==> src/design/cht_pkg.sv <==
// ----------------------------------------------------------------------------
// cht_pkg
// shared types and constants of the cuckoo hash table engine
// ----------------------------------------------------------------------------
package cht_pkg;

    localparam int TABLE_DEPTH = 1024;
    localparam int AW          = $clog2(TABLE_DEPTH);
    localparam int NW          = $clog2(TABLE_DEPTH + 1);
    localparam int KW          = 64;
    localparam int HW          = 32;

    localparam logic [KW-1:0] EMPTY_KEY = '1;

    localparam logic [1:0] OP_LOOKUP = 2'd0;
    localparam logic [1:0] OP_INSERT = 2'd1;
    localparam logic [1:0] OP_REMOVE = 2'd2;

    localparam logic [1:0] ST_DONE    = 2'd0;
    localparam logic [1:0] ST_MISS    = 2'd1;
    localparam logic [1:0] ST_PRESENT = 2'd2;
    localparam logic [1:0] ST_FULL    = 2'd3;

    localparam logic [1:0] SIDE_ANY = 2'd0;
    localparam logic [1:0] SIDE_ONE = 2'd1;
    localparam logic [1:0] SIDE_TWO = 2'd2;

    localparam logic REG_TABLE_SIZE  = 1'b0;
    localparam logic REG_BASE_OFFSET = 1'b1;

    typedef struct packed {
        logic          we;
        logic [AW-1:0] waddr;
        logic [KW-1:0] wdata;
        logic          re;
        logic [AW-1:0] raddr;
    } t_mem_req;

endpackage

==> src/design/cht_mod.sv <==
// ----------------------------------------------------------------------------
// cht_mod
// bit-serial remainder unit, one dividend bit per cycle
// ----------------------------------------------------------------------------
module cht_mod import cht_pkg::*; (
    input  logic          i_clk,
    input  logic          i_rst_n,
    input  logic          i_start,
    input  logic [HW-1:0] i_dividend,
    input  logic [NW-1:0] i_divisor,
    output logic          o_done,
    output logic [AW-1:0] o_rem
);

    logic          r_busy, n_busy;
    logic          r_done, n_done;
    logic [4:0]    r_cnt, n_cnt;
    logic [HW-1:0] r_q, n_q;
    logic [NW-1:0] r_rem, n_rem;
    logic [NW-1:0] r_div, n_div;
    logic [NW:0]   trial;

    always_comb begin
        n_busy = r_busy;
        n_done = 1'b0;
        n_cnt  = r_cnt;
        n_q    = r_q;
        n_rem  = r_rem;
        n_div  = r_div;
        trial  = {r_rem, r_q[HW-1]};
        if (i_start) begin
            n_busy = 1'b1;
            n_cnt  = '0;
            n_q    = i_dividend;
            n_rem  = '0;
            n_div  = i_divisor;
        end else if (r_busy) begin
            if (trial >= {1'b0, r_div}) begin
                n_rem = NW'(trial - {1'b0, r_div});
            end else begin
                n_rem = trial[NW-1:0];
            end
            n_q   = {r_q[HW-2:0], 1'b0};
            n_cnt = r_cnt + 5'd1;
            if (r_cnt == 5'(HW - 1)) begin
                n_busy = 1'b0;
                n_done = 1'b1;
            end
        end
    end

    always_ff @(posedge i_clk) begin
        if (!i_rst_n) begin
            r_busy <= 1'b0;
            r_done <= 1'b0;
        end else begin
            r_busy <= n_busy;
            r_done <= n_done;
        end
        r_cnt <= n_cnt;
        r_q   <= n_q;
        r_rem <= n_rem;
        r_div <= n_div;
    end

    assign o_done = r_done;
    assign o_rem  = r_rem[AW-1:0];

endmodule

==> config.mk <==
export PLATFORM = sky130hd
export DESIGN_NAME = cht_mod
export DESIGN_NICKNAME = d
export VERILOG_FILES = /design/src/design/cht_pkg.sv /design/src/design/cht_mod.sv
export SDC_FILE = /design/constraint.sdc
export NUM_CORES = 1
export LEC_CHECK = 0
export ABC_AREA = 1
export BUFFER_PORTS_ARGS = -buffer_cell sky130_fd_sc_hd__buf_2
export CORE_UTILIZATION = 30
export DETAILED_ROUTE_END_ITERATION = 8
export SLEW_MARGIN = 25
export SYNTH_ARGS = -nofsm -noshare
export SYNTH_HDL_FRONTEND = slang
export SYNTH_SLANG_ARGS = --single-unit
==> constraint.sdc <==
create_clock -name i_clk -period 2.65 [get_ports i_clk]
set_clock_uncertainty 0.2 [all_clocks]
set_input_delay 0.265 -clock i_clk [delete_from_list [all_inputs] [get_ports i_clk]]
set_output_delay 0.265 -clock i_clk [all_outputs]
set_load 0.01 [all_outputs]
# Yosys cells after proc, flatten, opt, wreduce, memory -nomap -nowiden
# Cells that the tools add are included.
# totals
out_inout_bits,11
elab_cells,21
regBits,61
# op_classes
n_eq_ne,1
n_bitwise,2
n_mux,7
magnitude_cmp,1
addsub,2
n_reduce_logical,2
# op_table
operator,n
two-way mux 32 bit,2
greater-or-equal comparator 12 x 11 -> 1 bit,1
two-way mux 11 bit,1
subtractor 11 bit,1
adder 5 x 1 -> 5 bit (second input constant),1
equality test 5 bit (second input constant),1
two-way mux 1 bit,4
OR reduction 3 bit,1
inverter 1 bit,2
nonzero test 2 bit,1

# Depth between registers and ports, before layout
# depth
depth_word,4
mapped_depth,13
ltp_nobuf,12

# Least setup slack after synthesis
# OpenSTA, ideal clock, no wires.
# synth_timing
kind,register to register
startpoint,reg r_q[31]
endpoint,reg r_rem[3]
arrival_ps,1600
path_slack_ps,695
stages_incl_launch_ff,13
synth_period_minus_slack_ps,1955
path_buffers,1
setup_time_ps,155
path_cell_list,edfxtp_1 -> inv_1 -> ha_1 -> fa_1 -> inv_1 -> nand3_1 -> nand3_1 -> nand2_2 -> nand3_2 -> buf_6 -> nand2_1 -> nand3_1 -> o21ai_1
# synth_between
elab_chain_cells,2
word_cells_on_any_way,3
cone_classes,add/sub (1); order compare (1); mux (1)
# synth_rtl
element,line_no,source
start: declaration,cht_mod.sv:18,"logic [HW-1:0] r_q, n_q;"
start signal: assignment,cht_mod.sv:61,r_q <= n_q;
subtractor 11 bit or greater-or-equal comparator 12 x 11 -> 1 bit (tied branches),"cht_mod.sv:39, cht_mod.sv:38",
two-way mux 11 bit *,cht_mod.sv:38,"if (trial >= {1'b0, r_div}) begin"
end signal: assignment,cht_mod.sv:62,r_rem <= n_rem;
end: declaration,cht_mod.sv:19,"logic [NW-1:0] r_rem, n_rem;"
# Every way passes the cells marked *; elsewhere a longest branch is shown, timed or not.
# A chain may end at the register's enable or synchronous reset.

# Worst setup path in the final report
# layout_timing
startpoint,reg r_q[31]
endpoint,reg r_rem[5]
# Same word-level chain as after synthesis.

==> out/results.txt <==
Min cycle time layout = 2317 ps
Share of the synthesized area in the top cell type = 0.3925
Syn Std Cell Area = 0.003289 mm^2
FF-to-FF Start = r_q[31]
Area leader, netlist = edfxtp_1
Most used flip-flop cell after synthesis = edfxtp_1
Gate Count Post-Synth = 407
Fill count = 1116
Initial antenna violation count = 0
Max-cap viol count = 0
DP Cell Count = 581
Design area = 0.004199 mm^2
Crit. End Element = flop
Hold_ws = 14.50 ps
Xor/xnor share of the synthesized area = 0.007988
R2R Setup Slk = 330 ps
Clock Tree Root = clkbuf_8
Htree depth = 3
Initial DRC count = 120
Largest family of logic cells by synthesized area = simple AND/OR/NAND/NOR gates
Vias in the first global route = 2766
DRC Markers = 0
Worst Tran Pin Value = 483.2 ps
Top-count cell post-synth = nand2_1
GRT Total Usage = 0.1444
PD cells = 526.4 mW/mm^2
Data arrival, critical path = 2350 ps
RSZ-0062 raised after global routing = false
First-pass GRT wire length = 12.81 mm
Final setup fails = 0
Largest net degree at the start of global routing = 44
HP Class = in2reg
Number of distinct library cells after synthesis = 28
Yosys reg bits = 61
Area Growth Syn to Fin = 27.65%
Setup_tns = 0 ps
Peak supply drop = 0.2602 mV
Synth top cells by count = nand2_1 (170), inv_1 (57), edfxtp_1 (43), nand3_1 (26), dfxtp_1 (18)
Layout Cells excl Fill = 634
Post-synth ARST share = 0
Mapped Nets = 467
Crit. Startpoint = r_q[31]
Worst flop-to-flop path endpoint = r_rem[5]
Share of cells above drive strength 1 = 0.1727
I/O Buffers = 56
CTS Sinks = 61
R2r worst-path depth = 11
DR vias/cell = 4.470
Worst skew pair latency = 340 ps
Final ANT Viol Nets = 0
Antenna Cells = 0
Post-CTS Setup Bufs = 0
Core area = 0.01046 mm^2
CP Launch Type = flop
Drt pass-1 iters = 4
Post-Synth Adder-Cell Area = 0.05553
Clock buffer depth = 2
Ys Warns = 0
Slew Limit Fails = 0
CTS tree = done
Top post-synthesis cells by area = edfxtp_1 (39%), nand2_1 (19%), dfxtp_1 (11%), inv_1 (6.5%), ha_1 (4.9%)
Cts hold-fix bufs = 38
Final Wtd Congestion = 0.8429
Number of CTS-inserted buffers = 9
Post-cts sizing count = 0
Initial core utilization = 0.3144
Die Width = 106.7 um
Via Count = 2834
Status = completed
Post-synthesis compound-gate area fraction = 0.02967
Leak = 2.141 nW
Layout Nets = 554
Vert. Die Dim = 106.7 um
Final Total Pwr = 2.210 mW
Critical setup path kind = reg2reg
EDFF count, synth = 43
Final hold vios = 0
Slew margin rel. = 0.6778
Avg Cell Area, Syn = 8.082 um^2
GRT Residual Overflow = 0
# IOs = 57
Die area = 0.01139 mm^2
Crit path capture = r_rem[5]
Sequential cell area fraction in the yosys report = 0.5021
Final wirelength = 7.463 mm
CP required = 2680 ps
Mux cell area share after synthesis = 0
Crit path max fanout = 12
CTS clk-pin slew, worst paths = 70 ps
Row count = 37
Peak Freq = 431.6 MHz
Fraction of the mapped netlist area in simple logic gates = 0.2929
HPWL Detailed = 5.085 mm
Final period util = 0.8742
Drt wl/cell = 11.77 um
Post-placement cell area = 0.003640 mm^2
state kept, by name, indices dropped and copies added (netlist names):
name    flops
r_cnt       5
r_busy      1
r_q        32
o_done      1
r_div      11
r_rem      11
metrics by stage:
stage / worst slack, ps / util
after detailed placement: 321.5 / 0.3479
after global routing: 112.4 / 0.4013
final: 333.3 / 0.4013
after floorplan: 694.6 / -
after global placement: 457.3 / 0.3479
after CTS: 319.1 / 0.4013
kinds of logic after synthesis:
kind of cell | Yosys count
compound gates | 17
simple gates | 230
fa+ha+maj | 14
buf+inv | 82
flops | 61
xor+xnor | 3
worst max-delay path: stages, from the launching register on:
cell and delay, ps:
edfxtp_1 330, inv_1 50, ha_1 220, fa_1 410
inv_1 100, nand3_1 80, nand3_1 110, nand2_2 160
nand3_2 270, nand3_1 120, nand3_1 90, nand2_1 60
cells in the final DEF, fill, tap and decap left out, drive strengths merged:
master / n
edfxtp: 43
nor3: 2
ha: 13
dfxtp: 18
inv: 60
dlygate4sd3: 38
clkinv: 4
or2: 1
a21oi: 7
xor2: 1
a22o: 2
a31oi: 1
nor2: 11
clkbuf: 9
fa: 1
nand3: 28
o21ai: 7
nand2: 175
bufinv: 1
xnor2: 2
nand4: 13
clkinvlp: 1
buf: 60
worst min-delay path by stage:
stage	startpoint	end	slack [ps]	depth (start not counted)
finish	i_dividend[10]	r_q[10]	10	3
global route	i_dividend[10]	r_q[10]	10	3
CTS	i_dividend[18]	r_q[18]	3	3
detailed placement	i_divisor[10]	r_div[10]	240	1
global placement	i_divisor[4]	r_div[4]	240	1
floorplan	i_divisor[0]	r_div[0]	160	0
routing by layer:
metal | GRT usage | share of wire | vias to the layer above
li1 | - | - | 1462
met2 | 0.2484 | 0.48 | 65
met3 | 0.03343 | 0.046 | 11
met4 | 0.05675 | 0.019 | 0
met5 | 0 | 0 | -
met1 | 0.1738 | 0.45 | 1296
final cells by class:
type / count / area (um^2) / area share
clock buffer: 9 / 123.9 / 0.02950
clock inverter: 6 / 55.05 / 0.01311
inverter: 60 / 225.2 / 0.05364
multi-input combinational: 264 / 1270 / 0.3024
sequential: 61 / 1652 / 0.3933
tap: 136 / 170.2 / 0.04052
timing repair buffer: 98 / 703.2 / 0.1675
report_power, final:
| part | switching (mW) | total [mW] | internal [mW] | leakage, nW |
|---|---|---|---|---|
| clock | 0.365 | 0.784 | 0.419 | 0.0899 |
| combinational | 0.164 | 0.298 | 0.134 | 1.47 |
| sequential | 0.0237 | 1.13 | 1.10 | 0.582 |
Power figures use the tool's default switching activity.
